$ cat src/rtl/sepv_pkg.sv
package sepv_pkg;

  localparam int STRIDE_W    = 16;
  localparam int MAX_COUNT_W = 31;
  localparam int TS_W        = 32;
  localparam int COUNT_W     = 32;
  localparam int VEL_W       = 26;
  localparam int CFG_DATA_W  = 31;
  localparam int CFG_INDEX_W = 1;

  // Half a stride in micrometres over microseconds gives mm/s after scaling by 500.
  localparam int VEL_SCALE   = 500;
  localparam int SCALE_W     = 9;
  localparam int DIVIDEND_W  = STRIDE_W + SCALE_W;
  localparam int DIVISOR_W   = TS_W;

  typedef enum logic [1:0] {
    OP_BACK_EDGE    = 2'd0,
    OP_FRONT_EDGE   = 2'd1,
    OP_FRONT_MARKER = 2'd2,
    OP_BACK_MARKER  = 2'd3
  } opcode_t;

  typedef enum logic [1:0] {
    DIR_NONE  = 2'd0,
    DIR_LEFT  = 2'd1,
    DIR_RIGHT = 2'd2
  } dir_t;

  typedef enum logic [CFG_INDEX_W-1:0] {
    REG_STRIDE    = 1'd0,
    REG_MAX_COUNT = 1'd1
  } reg_index_t;

  typedef enum logic [1:0] {
    ST_IDLE,
    ST_START,
    ST_DIV
  } state_t;

endpackage

$ cat src/rtl/sepv_if.sv
interface sepv_in_if;
  logic                      valid;
  logic                      ready;
  logic [1:0]                opcode;
  logic                      back_level;
  logic                      front_level;
  logic [sepv_pkg::TS_W-1:0] timestamp_us;

  modport source (output valid, opcode, back_level, front_level, timestamp_us, input ready);
  modport sink   (input valid, opcode, back_level, front_level, timestamp_us, output ready);
endinterface

interface sepv_out_if;
  logic                                valid;
  logic                                ready;
  logic signed [sepv_pkg::COUNT_W-1:0] position_count;
  logic signed [sepv_pkg::VEL_W-1:0]   velocity_mm_s;
  logic                                moving_right;

  modport source (output valid, position_count, velocity_mm_s, moving_right, input ready);
  modport sink   (input valid, position_count, velocity_mm_s, moving_right, output ready);
endinterface

$ cat src/rtl/sepv_div.sv
module sepv_div #(
  parameter int DividendWidth = sepv_pkg::DIVIDEND_W,
  parameter int DivisorWidth  = sepv_pkg::DIVISOR_W
) (
  input  logic                     clk,
  input  logic                     rst,
  input  logic                     start,
  input  logic [DividendWidth-1:0] dividend,
  input  logic [DivisorWidth-1:0]  divisor,
  output logic                     done,
  output logic [DividendWidth-1:0] quotient
);

  localparam int CntW = (DividendWidth > 1) ? $clog2(DividendWidth) : 1;

  logic                  busy;
  logic [CntW-1:0]       cnt;
  logic [DivisorWidth-1:0] rem;
  logic [DividendWidth-1:0] quo;
  logic [DivisorWidth:0] trial;
  logic [DivisorWidth:0] diff;
  logic                  fits;

  // One restoring step per cycle, quotient bits shift in from the bottom.
  assign trial = {rem, quo[DividendWidth-1]};
  assign diff  = trial - {1'b0, divisor};
  assign fits  = trial >= {1'b0, divisor};

  always_ff @(posedge clk) begin
    if (rst) begin
      busy <= 1'b0;
      done <= 1'b0;
      cnt  <= '0;
    end else begin
      done <= 1'b0;
      if (start) begin
        busy <= 1'b1;
        cnt  <= CntW'(DividendWidth - 1);
      end else if (busy) begin
        cnt <= cnt - CntW'(1);
        if (cnt == '0) begin
          busy <= 1'b0;
          done <= 1'b1;
        end
      end
    end
  end

  always_ff @(posedge clk) begin
    if (start) begin
      rem <= '0;
      quo <= dividend;
    end else if (busy) begin
      rem <= fits ? diff[DivisorWidth-1:0] : trial[DivisorWidth-1:0];
      quo <= {quo[DividendWidth-2:0], fits};
    end
  end

  assign quotient = quo;

endmodule

$ cat src/rtl/stripe_encoder_position_velocity.sv
// Stripe encoder position and velocity decoder.
// Events arrive on the events channel (valid/ready): an opcode, both channel
// levels and a microsecond timestamp. Each event yields exactly one transfer
// on the results channel with the stripe count, the velocity in mm/s and the
// last decoded direction after that event.
// The configuration port writes stride_um (index 0) and max_count (index 1)
// on any cycle with cfg_we high; it must be written only while the block is
// idle, which the block itself does not enforce. End markers and channel
// edges that change direction give their result in the cycle after the
// transfer. An edge that repeats the direction runs the velocity division in
// a single restoring divider, one quotient bit per cycle, in state ST_DIV.
// The block takes one event at a time: ready is high only with no event in
// work and the result register empty or being taken in that cycle. A stalled
// receiver holds the result and keeps the events channel stalled.
// Synchronous reset clears the count, time, velocity and both registers, sets
// the direction to none and empties the result register.
module stripe_encoder_position_velocity (
  input  logic                                clk,
  input  logic                                rst,
  input  logic                                cfg_we,
  input  logic [sepv_pkg::CFG_INDEX_W-1:0]    cfg_index,
  input  logic [sepv_pkg::CFG_DATA_W-1:0]     cfg_data,
  sepv_in_if.sink                             events,
  sepv_out_if.source                          results
);

  sepv_pkg::state_t state, state_next;

  logic [sepv_pkg::STRIDE_W-1:0]         stride_um;
  logic [sepv_pkg::MAX_COUNT_W-1:0]      max_count;
  logic [sepv_pkg::COUNT_W-1:0]          stripe_pos;
  sepv_pkg::dir_t                        last_direction;
  logic [sepv_pkg::TS_W-1:0]             last_event_time;
  logic [sepv_pkg::VEL_W-1:0]            velocity_reg;
  logic                                  out_valid;

  logic [sepv_pkg::DIVIDEND_W-1:0]       dividend;
  logic [sepv_pkg::DIVISOR_W-1:0]        divisor;
  logic [sepv_pkg::DIVIDEND_W-1:0]       quotient;
  logic                                  div_start;
  logic                                  div_done;

  logic                                  accept;
  logic                                  is_edge;
  logic                                  is_repeat;
  sepv_pkg::dir_t                        edge_dir;
  logic [sepv_pkg::TS_W-1:0]             delta;
  logic                                  result_now;
  logic [sepv_pkg::VEL_W-1:0]            vel_mag;

  assign accept = events.valid && events.ready;

  always_comb begin
    case (sepv_pkg::opcode_t'(events.opcode))
      sepv_pkg::OP_BACK_EDGE: begin
        edge_dir = (events.back_level == events.front_level) ?
                   sepv_pkg::DIR_RIGHT : sepv_pkg::DIR_LEFT;
      end
      default: begin
        edge_dir = (events.back_level != events.front_level) ?
                   sepv_pkg::DIR_RIGHT : sepv_pkg::DIR_LEFT;
      end
    endcase
  end

  assign is_edge   = events.opcode inside {sepv_pkg::OP_BACK_EDGE, sepv_pkg::OP_FRONT_EDGE};
  assign is_repeat = edge_dir == last_direction;
  assign delta     = events.timestamp_us - last_event_time;
  assign vel_mag   = {1'b0, quotient};

  always_comb begin
    state_next    = state;
    events.ready  = 1'b0;
    div_start     = 1'b0;
    result_now    = 1'b0;
    case (state)
      sepv_pkg::ST_IDLE: begin
        events.ready = !out_valid || results.ready;
        if (accept) begin
          if (is_edge && is_repeat) begin
            state_next = sepv_pkg::ST_START;
          end else begin
            result_now = 1'b1;
          end
        end
      end
      sepv_pkg::ST_START: begin
        div_start  = 1'b1;
        state_next = sepv_pkg::ST_DIV;
      end
      sepv_pkg::ST_DIV: begin
        if (div_done) begin
          result_now = 1'b1;
          state_next = sepv_pkg::ST_IDLE;
        end
      end
      default: begin
        state_next = sepv_pkg::ST_IDLE;
      end
    endcase
  end

  always_ff @(posedge clk) begin
    if (rst) begin
      state <= sepv_pkg::ST_IDLE;
    end else begin
      state <= state_next;
    end
  end

  always_ff @(posedge clk) begin
    if (rst) begin
      stride_um <= '0;
      max_count <= '0;
    end else if (cfg_we) begin
      case (sepv_pkg::reg_index_t'(cfg_index))
        sepv_pkg::REG_STRIDE:    stride_um <= cfg_data[sepv_pkg::STRIDE_W-1:0];
        sepv_pkg::REG_MAX_COUNT: max_count <= cfg_data[sepv_pkg::MAX_COUNT_W-1:0];
        default: begin
        end
      endcase
    end
  end

  always_ff @(posedge clk) begin
    if (rst) begin
      stripe_pos      <= '0;
      last_direction  <= sepv_pkg::DIR_NONE;
      last_event_time <= '0;
      velocity_reg    <= '0;
    end else if (accept) begin
      case (sepv_pkg::opcode_t'(events.opcode))
        sepv_pkg::OP_FRONT_MARKER: stripe_pos <= '0;
        sepv_pkg::OP_BACK_MARKER: begin
          stripe_pos <= {1'b0, max_count};
        end
        default: begin
          last_event_time <= events.timestamp_us;
          last_direction  <= edge_dir;
          if (!is_repeat) begin
            velocity_reg <= '0;
          end
        end
      endcase
    end else if (state == sepv_pkg::ST_DIV && div_done) begin
      if (last_direction == sepv_pkg::DIR_RIGHT) begin
        stripe_pos   <= stripe_pos + sepv_pkg::COUNT_W'(1);
        velocity_reg <= vel_mag;
      end else begin
        stripe_pos   <= stripe_pos - sepv_pkg::COUNT_W'(1);
        velocity_reg <= '0 - vel_mag;
      end
    end
  end

  always_ff @(posedge clk) begin
    if (accept) begin
      dividend <= {{sepv_pkg::SCALE_W{1'b0}}, stride_um} *
                  sepv_pkg::DIVIDEND_W'(sepv_pkg::VEL_SCALE);
      divisor  <= (delta == '0) ? sepv_pkg::DIVISOR_W'(1) : delta;
    end
  end

  sepv_div #(
    .DividendWidth(sepv_pkg::DIVIDEND_W),
    .DivisorWidth (sepv_pkg::DIVISOR_W)
  ) u_div (
    .clk     (clk),
    .rst     (rst),
    .start   (div_start),
    .dividend(dividend),
    .divisor (divisor),
    .done    (div_done),
    .quotient(quotient)
  );

  always_ff @(posedge clk) begin
    if (rst) begin
      out_valid <= 1'b0;
    end else if (result_now) begin
      out_valid <= 1'b1;
    end else if (results.ready) begin
      out_valid <= 1'b0;
    end
  end

  assign results.valid          = out_valid;
  assign results.position_count = stripe_pos;
  assign results.velocity_mm_s  = velocity_reg;
  assign results.moving_right   = last_direction == sepv_pkg::DIR_RIGHT;

  a_no_ready_in_work: assert property (@(posedge clk) disable iff (rst)
    state != sepv_pkg::ST_IDLE |-> !events.ready)
    else $error("events ready while an event is in work");

  a_result_held: assert property (@(posedge clk) disable iff (rst)
    results.valid && !results.ready |=> results.valid && $stable(results.position_count))
    else $error("pending result lost or changed under stall");

  a_done_in_div: assert property (@(posedge clk) disable iff (rst)
    div_done |-> state == sepv_pkg::ST_DIV)
    else $error("divider finished outside the divide state");

  a_marker_result: assert property (@(posedge clk) disable iff (rst)
    accept && !is_edge |=> results.valid && state == sepv_pkg::ST_IDLE)
    else $error("marker event gave no result on the next cycle");

endmodule
$ cat src/flat_wrapper.sv
// flat-port wrapper written by rule: the top's interface ports become plain ports
module stripe_encoder_position_velocity_flat 
  (clk, rst, cfg_we, cfg_index, cfg_data, events_valid, events_opcode, events_back_level, events_front_level, events_timestamp_us, events_ready, results_valid, results_position_count, results_velocity_mm_s, results_moving_right, results_ready);
  sepv_in_if events_i ();
  sepv_out_if results_i ();
  input  logic clk;
  input  logic rst;
  input  logic cfg_we;
  input  logic [sepv_pkg::CFG_INDEX_W-1:0] cfg_index;
  input  logic [sepv_pkg::CFG_DATA_W-1:0] cfg_data;
  input wire logic [$bits(events_i.valid)-1:0] events_valid;
  input wire logic [$bits(events_i.opcode)-1:0] events_opcode;
  input wire logic [$bits(events_i.back_level)-1:0] events_back_level;
  input wire logic [$bits(events_i.front_level)-1:0] events_front_level;
  input wire logic [$bits(events_i.timestamp_us)-1:0] events_timestamp_us;
  output wire logic [$bits(events_i.ready)-1:0] events_ready;
  output wire logic [$bits(results_i.valid)-1:0] results_valid;
  output wire logic [$bits(results_i.position_count)-1:0] results_position_count;
  output wire logic [$bits(results_i.velocity_mm_s)-1:0] results_velocity_mm_s;
  output wire logic [$bits(results_i.moving_right)-1:0] results_moving_right;
  input wire logic [$bits(results_i.ready)-1:0] results_ready;
  assign events_i.valid = events_valid;
  assign events_i.opcode = events_opcode;
  assign events_i.back_level = events_back_level;
  assign events_i.front_level = events_front_level;
  assign events_i.timestamp_us = events_timestamp_us;
  assign events_ready = events_i.ready;
  assign results_valid = results_i.valid;
  assign results_position_count = results_i.position_count;
  assign results_velocity_mm_s = results_i.velocity_mm_s;
  assign results_moving_right = results_i.moving_right;
  assign results_i.ready = results_ready;
  stripe_encoder_position_velocity u_core (.clk(clk), .rst(rst), .cfg_we(cfg_we), .cfg_index(cfg_index), .cfg_data(cfg_data), .events(events_i), .results(results_i));
endmodule
$ cat config.mk
export PLATFORM = sky130hd
export DESIGN_NAME = stripe_encoder_position_velocity_flat
export DESIGN_NICKNAME = d
export VERILOG_FILES = /design/src/rtl/sepv_pkg.sv /design/src/rtl/sepv_if.sv /design/src/rtl/sepv_div.sv /design/src/rtl/stripe_encoder_position_velocity.sv /design/src/flat_wrapper.sv
export SDC_FILE = /design/constraint.sdc
export NUM_CORES = 1
export LEC_CHECK = 0
export BUFFER_PORTS_ARGS = -buffer_cell sky130_fd_sc_hd__buf_2
export CAP_MARGIN = 20
export CORE_MARGIN = 1.5
export CORE_UTILIZATION = 30
export CTS_BUF_LIST = sky130_fd_sc_hd__clkbuf_4
export DETAILED_ROUTE_END_ITERATION = 10
export GPL_TIMING_DRIVEN = 0
export MAX_ROUTING_LAYER = met4
export PLACE_DENSITY = 0.43
export SLEW_MARGIN = 25
export SYNTH_ARGS = -nofsm -noshare
export SYNTH_HDL_FRONTEND = slang
export SYNTH_SLANG_ARGS = --single-unit
$ cat constraint.sdc
create_clock -name clk -period 5.2 [get_ports clk]
set_input_delay 0 -clock clk [delete_from_list [all_inputs] [get_ports clk]]
set_output_delay 0 -clock clk [all_outputs]
set_load 0.03 [all_outputs]
==> run metrics, run 1 <==
Vias 16100; most used flip-flop cell after synthesis dfxtp_1; fill cell count 6092; met2 Resource Use GR 31.4%; DPL Wire Length 41.9 mm; initial antenna violation count 2; FF-to-FF setup slack 0.25 ns; Post-synth EDFFs 80; hold crit path type input pin to flop; drt pass-1 iters 5; Crit Path Class flop to flop; Relative slew margins 28.4%; largest net degree at the start of global routing 63; Setup Skew 0.0394 ns; clock latency on the worst-skew pair 0.82 ns; final net count 2716; most common cell after layout, fill and taps aside nand2_1; CP Data Arrival Time 5.49 ns; Core Box Area 57800 um^2; area delta synth->final 24.3%; crit end category flop; Initial Util 30.5%; CTS tree built; Tmin final 4.95 ns; most used routing layer met2; total of max-cap violations 0; Final Instance Count excl. Fillers 3264; Hold WS 0.0702 ns; CP max FO 6; routed len/inst 17.2 um; Synthesized Nets 2338; async set-reset flop share out of synthesis 0%; GRT overflow 0; Worst VDD drop 0.162 mV; Worst-Margin Slew 1.07 ns; Buffers on Ports 132; Detailed Route WL 56.2 mm; final number of setup-violating endpoints 0; M3 GR Usage 3.38%; root buf cell clkbuf_4; Worst setup endpoint u_core.dividend[23]; I/O pin cnt 134; Fmax 202 MHz; utilization after layout 37.9%; commonest cells after routing, fill and taps aside nand2_1, a21oi_1, dfxtp_1; syn_area_per_cell 8.55 um^2; sequential area share after synthesis 34.2%; GPL Wtd Cong 0.872; Finished Cell Area 21900 um^2; post-synthesis register bit count 261; H-Tree Depth 3; Post-Route Setup TNS 0 ns; Final Hold Violating Endpoints 0; first-pass GRT wire length 88.0 mm; final slew viol count 0; Post-DRT Antenna Nets 0; CP Data Required Time 5.74 ns; PwrDens 316 nW/um^2; Setup crit start u_core.stride_um[2]; vias in the first global route 16100; Cell Area, Synth 17600 um^2; post-synthesis cell count 2059; met1 usage 23.8%; clock buffer depth 3; clk slew on worst S/H paths 0.07 ns; reg2reg path depth 17; proportion of layout cells with a drive suffix above 1 11.4%; vias per cell 4.93; DIE HEIGHT 245 um; FP Rows 88; setup bufs post-CTS 0; crit share post-route 95.3%; Inst Count DP 2957; residual DRC count 0; Placed Instance Area 19200 um^2; worst reg2reg path startpoint u_core.stride_um[2]; Crit Reg-Reg Endpoint u_core.dividend[23]; Clock Sinks 261; total of warnings raised by yosys 0; DIE AREA 60100 um^2; status finished clean; critical path startpoint category flop; post-synth cell types 80; Die X 245 um; DRT iter0 DRCs 912; Pleak 9.30 nW; total clock buffers created by CTS 82; GR Util All Layers 19.2%
## metal layers
layer  share of wire (%)  up-vias
li1                    -     8044
met1                  46     7651
met2                  47      282
met3                 4.1      106
met4                 2.8        0
met5                   0        -
## flip-flops by register name (all words and copies together), names as in the netlist
signal / cells
u_core.divisor: 32
u_core.last_event_time: 32
u_core.results.position_count: 32
u_core.u_div.rem: 32
u_core.max_count: 31
u_core.results.velocity_mm_s: 26
u_core.u_div.quotient: 25
u_core.dividend: 23
u_core.stride_um: 16
u_core.u_div.cnt: 5
u_core.last_direction: 2
u_core.state: 2
u_core.results.valid: 1
u_core.u_div.busy: 1
u_core.u_div.done: 1
## through the flow
| step | total power, mW | worst slack, ns |
|---|---|---|
| after global placement | 4.82 | -0.874 |
| after CTS | 7.03 | 0.00809 |
| after floorplan | 4.24 | 0.535 |
| after detailed placement | 4.83 | -0.134 |
| final | 6.93 | 0.246 |
| after global routing | 7.46 | -0.00229 |
## where the power goes
part	switching (mW)	total, mW	internal [mW]
combinational	1.42	2.44	1.02
clock	0.992	2.03	1.04
sequential	0.129	2.45	2.33
total	2.54	6.93	4.39
## logic make-up after synthesis
kind of cell	after synthesis	synth area share [%]
and+or+nand+nor	639	16.2
AOI/OAI and AO/OA	545	19.5
buffers and inverters	265	5.66
DFF	261	34.2
adders and majority gates	206	17.1
xor gates and xnor gates	117	5.82
muxes	26	1.49
## timing repair
action,4_1_cts,5_1_grt
resized for setup,3,6
setup endpoints to repair,1,3
hold buffers,161,0
endpoints found under the hold margin,122,0
pin swaps,0,1
cloned,0,0
## worst max-delay path, stage by stage (launching register included)
cell	delay, ns
dfxtp_2	0.41
inv_1	0.11
fa_1	0.57
fa_1	0.44
fa_1	0.49
fa_1	0.51
inv_1	0.04
ha_1	0.36
a21o_1	0.21
a21oi_2	0.17
o21ai_0	0.11
a21oi_1	0.21
o21bai_1	0.15
a21oi_2	0.21
o21ai_0	0.15
a31o_2	0.26
a21oi_1	0.17
xnor2_1	0.12
## synth_stat cells, drive strengths merged (18+ instances only)
| master | number | area [um^2] |
|---|---|---|
| o21ai | 96 | 480 |
| a211oi | 20 | 160 |
| xor2 | 47 | 412 |
| fa | 57 | 1140 |
| nand2b | 18 | 113 |
| nand2 | 302 | 1130 |
| mux2i | 25 | 250 |
| xnor2 | 70 | 613 |
| and3 | 18 | 113 |
| a31oi | 22 | 138 |
| dfxtp | 181 | 3620 |
| clkbuf | 75 | 282 |
| inv | 177 | 664 |
| ha | 149 | 1860 |
| a22oi | 28 | 210 |
| nor3 | 44 | 220 |
| nand3 | 28 | 140 |
| a21o | 41 | 308 |
| a221oi | 20 | 175 |
| edfxtp | 80 | 2400 |
| nor2 | 147 | 552 |
| a21oi | 215 | 1080 |
## cell type report
cell class	count	area (um^2)	area share, %
clock inverters	24	93.8	0.429
multi-input cells	1533	10600	48.5
plain buffers	87	330	1.51
clock buffers	119	893	4.08
inverters	178	673	3.08
repair buffers	294	2290	10.5
flip-flops and latches	261	6030	27.6
diodes	3	7.51	0.0343
well taps	765	957	4.37
## worst min path at each step
stage | cells after the start | from | endpoint
after floorplan | 2 | events_timestamp_us[10] | u_core.last_event_time[10]
after global placement | 3 | cfg_data[19] | u_core.max_count[19]
after detailed placement | 3 | cfg_data[19] | u_core.max_count[19]
after CTS | 4 | cfg_data[12] | u_core.stride_um[12]
after global routing | 4 | cfg_data[12] | u_core.stride_um[12]
final | 4 | cfg_data[12] | u_core.stride_um[12]
No activity file was read; power rests on OpenSTA's default activity.
==> run 2: changes to the inputs <==
- clock period: 5.2 -> 5.9 ns (I/O delays scaled with it)
==> run metrics, run 2 (synthesized netlist as in run 1, its figures left out) <==
register area 6030 um^2 (about the same); Setup Skew 0.0448 ns (was 0.0394 ns); crit end category flop (unchanged); Post-DRT Antenna Nets 0 (unchanged); total of max-cap violations 0 (unchanged); area delta synth->final 24.2% (was 24.3%); total clock buffers created by CTS 82 (unchanged); drt pass-1 iters 7 (was 5); CP Data Arrival Time 5.80 ns (was 5.49 ns); Multi-input gate area 10600 um^2 (about the same); DIE AREA 60100 um^2 (unchanged); Tmin final 5.30 ns (was 4.95 ns); Relative slew margins 28.6% (was 28.4%); Post-Route Setup TNS 0 ns (unchanged); Buffers on Ports 132 (unchanged); setup bufs post-CTS 0 (unchanged); cts repair resizes 0 (was 3); Hold WS 0.0697 ns (was 0.0702 ns); routed len/inst 17.2 um (about the same); Final Hold Violating Endpoints 0 (unchanged); FP Rows 88 (unchanged); first-pass GRT wire length 88.0 mm (about the same); commonest cells after routing, fill and taps aside nand2_1, a21oi_1, dfxtp_1 (unchanged); GR Util All Layers 19.2% (about the same); critical path startpoint category flop (unchanged); Die X 245 um (unchanged); Inst Count DP 2957 (unchanged); DPL Wire Length 41.9 mm (unchanged); status finished clean (unchanged); Initial Util 30.5% (unchanged); GRT overflow 0 (unchanged); Worst VDD drop 0.141 mV (was 0.162 mV); H-Tree Depth 3 (unchanged); largest net degree at the start of global routing 63 (unchanged); RSZ-0062 raised after global routing no; final net count 2716 (unchanged); CP max FO 6 (unchanged); hold_sp cfg_data[12] (unchanged); DRT iter0 DRCs 877 (was 912); residual DRC count 0 (unchanged); worst reg2reg path startpoint u_core.stride_um[2] (unchanged); Clock Sinks 261 (unchanged); most common cell after layout, fill and taps aside nand2_1 (unchanged); proportion of layout cells with a drive suffix above 1 11.1% (was 11.4%); Total Power 6.10 mW (was 6.93 mW); crit share post-route 89.8% (was 95.3%); PwrDens 279 nW/um^2 (was 316 nW/um^2); CTS tree built (unchanged); Pleak 9.30 nW (about the same); Fmax 189 MHz (was 202 MHz); Final Instance Count excl. Fillers 3264 (unchanged); Setup crit start u_core.stride_um[2] (unchanged); clk slew on worst S/H paths 0.06 ns (was 0.07 ns); Vias 16100 (about the same); root buf cell clkbuf_4 (unchanged); hold crit path type input pin to flop (unchanged); vias in the first global route 16100 (about the same); GPL Wtd Cong 0.872 (unchanged); final slew viol count 0 (unchanged); Detailed Route WL 56.1 mm (was 56.2 mm); vias per cell 4.93 (about the same); CP Data Required Time 6.41 ns (was 5.74 ns); Core Box Area 57800 um^2 (unchanged); initial antenna violation count 2 (unchanged); I/O pin cnt 134 (unchanged); utilization after layout 37.8% (was 37.9%); DIE HEIGHT 245 um (unchanged); fill cell count 6088 (was 6092); clock buffer depth 3 (unchanged); clock latency on the worst-skew pair 0.82 ns (about the same); Crit Path Class flop to flop (unchanged); final number of setup-violating endpoints 0 (unchanged); Worst-Margin Slew 1.07 ns (about the same)
run 2: cell count changes in the layout (fill, tap and decap cells not counted):
cell,delta
a31oi_4,-1
o21ai_0,+1
dfxtp_1,+4
a21oi_2,-2
dfxtp_2,-4
a21oi_1,+2
o21ai_1,-1
a31oi_1,+1
run 2: per-layer routing:
metal | global-route usage (%) | vias to the layer above | part of all wire (%)
li1 | - | 8041 | -
met1 | 23.8 | 7636 | 45
met2 | 31.3 | 323 | 47
met3 | 3.38 | 106 | 4.4
met4 | 6.68 | 0 | 2.9
met5 | - | - | 0
run 2: stage by stage:
step | instance area [um^2] | setup WS (ns)
global placement | 19200 | -0.174
CTS | 21800 | 0.554
floorplan | 17600 | 1.24
global route | 21900 | 0.292
finish | 21900 | 0.604
detailed placement | 19200 | 0.566
run 2: worst paths after layout:
check,slack [ns],cells past startpoint,end
hold reg to reg,0.45,2,u_core.last_event_time[24]
hold / removal,0.07,4,u_core.stride_um[12]
setup / recovery,0.60,17,u_core.dividend[24]
setup reg to reg,0.60,17,u_core.dividend[24]
run 2: critical path: stages (launching register included):
cell      delay, ns
dfxtp_1        0.48
inv_1          0.15
fa_1           0.57
fa_1           0.44
fa_1           0.49
fa_1           0.51
inv_1          0.04
ha_1           0.36
a21o_1         0.20
a21oi_1        0.22
nand2b_1       0.08
a41o_1         0.22
nand2_1        0.08
a311o_1        0.21
a31oi_1        0.12
o21ai_0        0.23
a21oi_1        0.10
a31oi_1        0.47
run 2: where the power goes:
| group | switching [mW] | internal [mW] | total, mW |
|---|---|---|---|
| registers | 0.114 | 2.05 | 2.16 |
| logic | 1.24 | 0.900 | 2.14 |
| clock network | 0.875 | 0.918 | 1.79 |
| total | 2.23 | 3.87 | 6.10 |
run 2: repair_timing:
| item | CTS | global route |
|---|---|---|
| hold buffers | 161 | 0 |
| endpoints found under the hold margin | 122 | 0 |
| setup endpoints to repair | 0 | 0 |
run 2: area by class of cell:
| cell class | count | share of cell area (%) |
|---|---|---|
| Multi-Input combinational cell | 1533 | 48.4 |
| Tap cell | 765 | 4.38 |
| Sequential cell | 261 | 27.6 |
| Timing Repair Buffer | 294 | 10.5 |
| Clock inverter | 24 | 0.429 |
| Buffer | 87 | 1.51 |
| Antenna cell | 3 | 0.0343 |
| Inverter | 178 | 3.08 |
| Clock buffer | 119 | 4.09 |
==> run 3: changes to the inputs <==
- CORE_UTILIZATION: 30 -> 65
- PLACE_DENSITY: 0.43 -> 0.82
- SETUP_SLACK_MARGIN: not set -> 0.4
- TNS_END_PERCENT: not set -> 50
==> run metrics, run 3 (synthesized netlist as in run 1, its figures left out) <==
cells along the critical path inv_1 > fa_1 > fa_1 > fa_1 > fa_1 > inv_1 > ha_1 > a21o_1 > a21oi_1 > o21ai_0 > a21oi_2 > o21bai_1 > a21oi_1 > o21ai_0 > a31o_2 > a21oi_1 > xnor2_1 (was inv_1 > fa_1 > fa_1 > fa_1 > fa_1 > inv_1 > ha_1 > a21o_1 > a21oi_1 > nand2b_1 > a41o_1 > nand2_1 > a311o_1 > a31oi_1 > o21ai_0 > a21oi_1 > a31oi_1); Post-DRT Antenna Nets 0 (unchanged); Worst path most repeated cell fa_1 (unchanged); Largest stage delay, worst path 0.56 ns (was 0.57 ns); DIE HEIGHT 168 um (was 245 um); Buffers on Ports 132 (unchanged); CTS tree built (unchanged); first-pass GRT wire length 79.6 mm (was 88.0 mm); vias in the first global route 16100 (about the same); PwrDens 293 nW/um^2 (was 279 nW/um^2); clk slew on worst S/H paths 0.06 ns (about the same); fill cell count 1916 (was 6088); clock share of power 29.2% (was 29.4%); Vias 16500 (was 16100); Fmax 195 MHz (was 189 MHz); switching share of power 36.3% (was 36.6%); critical path startpoint category flop (unchanged); Multi-input gate area 10600 um^2 (about the same); Comb pwr share 34.9% (was 35.1%); P_sw 2.19 mW (was 2.23 mW); clock latency on the worst-skew pair 0.72 ns (was 0.82 ns); total clock buffers created by CTS 72 (was 82); GR Util All Layers 36.2% (was 19.2%); Reg power frac 35.9% (was 35.5%); met3 wire length 4.00 mm (was 2.45 mm); DRT iter0 DRCs 1457 (was 877); crit share post-route 86.8% (was 89.8%); DIE AREA 28100 um^2 (was 60100 um^2); Die X 168 um (was 245 um); Final Instance Count excl. Fillers 2755 (was 3264); drt pass-1 iters 5 (was 7); most common cell after layout, fill and taps aside nand2_1 (unchanged); Crit Path Class flop to flop (unchanged); FF-to-FF setup slack 0.78 ns (was 0.60 ns); Clock Sinks 261 (unchanged); Detailed Route WL 49.2 mm (was 56.1 mm); Inst Count DP 2534 (was 2957); CP Data Required Time 6.31 ns (was 6.41 ns); hold_sp events_back_level (was cfg_data[12]); total of max-cap violations 0 (unchanged); proportion of layout cells with a drive suffix above 1 11.2% (was 11.1%); root buf cell clkbuf_4 (unchanged); worst reg2reg path startpoint u_core.stride_um[3] (was u_core.stride_um[2]); Post-Route Setup TNS 0 ns (unchanged); I/O pin cnt 134 (unchanged); status finished clean (unchanged); Met1 Wirelength 21.2 mm (was 25.5 mm); largest net degree at the start of global routing 33 (was 63); GPL Wtd Cong 0.997 (was 0.872); hold crit path type input pin to flop (unchanged); vias per cell 6.01 (was 4.93); RSZ-0062 raised after global routing no (unchanged); hold path depth 5 (was 4); Relative slew margins 19.9% (was 28.6%); final number of setup-violating endpoints 0 (unchanged); crit end category flop (unchanged); CP Data Arrival Time 5.53 ns (was 5.80 ns); reg2reg path depth 17 (unchanged); top sig layer met4 (unchanged); Worst-Margin Slew 1.20 ns (was 1.07 ns); DPL Wire Length 35.3 mm (was 41.9 mm); P_int 3.84 mW (was 3.87 mW); commonest cells after routing, fill and taps aside nand2_1, a21oi_1, dfxtp_1 (unchanged); Setup Skew 0.0967 ns (was 0.0448 ns); Placed Instance Area 18700 um^2 (was 19200 um^2); GRT overflow 0 (unchanged); FP Rows 60 (was 88); met2 routed WL 22.6 mm (was 26.5 mm); area delta synth->final 16.8% (was 24.2%); Worst VDD drop 0.153 mV (was 0.141 mV); Final Hold Violating Endpoints 0 (unchanged); Finished Cell Area 20600 um^2 (was 21900 um^2); CP max FO 5 (was 6); Core Box Area 26800 um^2 (was 57800 um^2); slowest stage cell, crit path fa_1 (unchanged); final net count 2630 (was 2716); Hold Path End u_core.state[0] (was u_core.stride_um[12]); setup bufs post-CTS 0 (unchanged); utilization after layout 76.7% (was 37.8%); register area 6030 um^2 (about the same); clock buffer depth 3 (unchanged); final slew viol count 0 (unchanged); Tmin final 5.12 ns (was 5.30 ns); residual DRC count 0 (unchanged); Crit Reg-Reg Endpoint u_core.dividend[23] (was u_core.dividend[24]); Initial Util 65.7% (was 30.5%); routed len/inst 17.9 um (was 17.2 um); H-Tree Depth 3 (unchanged); initial antenna violation count 4 (was 2); Pleak 8.93 nW (was 9.30 nW)
[run 3: layer usage]
| layer | vias up | track usage, % |
|---|---|---|
| met4 | 0 | 13.7 |
| met2 | 743 | 56.6 |
| met1 | 7823 | 47.4 |
| li1 | 7860 | - |
| met5 | - | - |
| met3 | 119 | 5.70 |
[run 3: through the flow]
stage / power [mW] / hold WS (ns) / setup WS [ns]
global route: 6.38 / 0.0871 / 0.461
floorplan: 3.74 / 0.136 / 1.24
finish: 6.03 / 0.0901 / 0.777
CTS: 6.00 / 0.0168 / 0.702
detailed placement: 4.21 / 0.251 / 0.733
global placement: 4.14 / 0.243 / 0.283
[run 3: repair_timing]
action / CTS / global route
setup endpoints to repair: 0 / 1
hold buffers: 84 / 0
endpoints found under the hold margin: 109 / 0
gates resized for setup: 0 / 2
[run 3: how the worst max path moves through the flow]
stage                                        start                                 to  slack [ns]  depth (start not counted)
after floorplan                u_core.stride_um[2]                u_core.dividend[23]        1.24                         17
after global placement    u_core.last_direction[0]  u_core.results.position_count[31]        0.28                         14
after detailed placement       u_core.stride_um[2]                u_core.dividend[23]        0.73                         17
after CTS                      u_core.stride_um[2]                u_core.dividend[23]        0.70                         17
after global routing           u_core.stride_um[3]                u_core.dividend[23]        0.46                         17
final                          u_core.stride_um[3]                u_core.dividend[23]        0.78                         17
[run 3: critical path: cells and delay by family (launching register included)]
family          cells  cell delay [ns]
compound gates      9             1.70
xor+xnor            1             0.09
fa+ha+maj           5             2.43
buf+inv             2             0.22
flops               1             0.44
[run 3: cell type report]
cell class | count | area share, %
Multi-Input combinational cell | 1533 | 51.5
Tap cell | 341 | 2.08
Clock buffer | 107 | 3.91
Clock inverter | 26 | 0.773
Antenna cell | 4 | 0.0487
Timing Repair Buffer | 218 | 7.53
Inverter | 178 | 3.26
Sequential cell | 261 | 29.3
Buffer | 87 | 1.61
[run 3: power by group through the flow]
stage                     combinational (mW)  sequential, mW  clock, mW
after floorplan                         1.55            2.18          0
after global placement                  1.94            2.20          0
after detailed placement                2.01            2.20          0
after CTS                               2.06            2.16       1.77
after global routing                    2.33            2.18       1.86
final                                   2.10            2.17       1.76
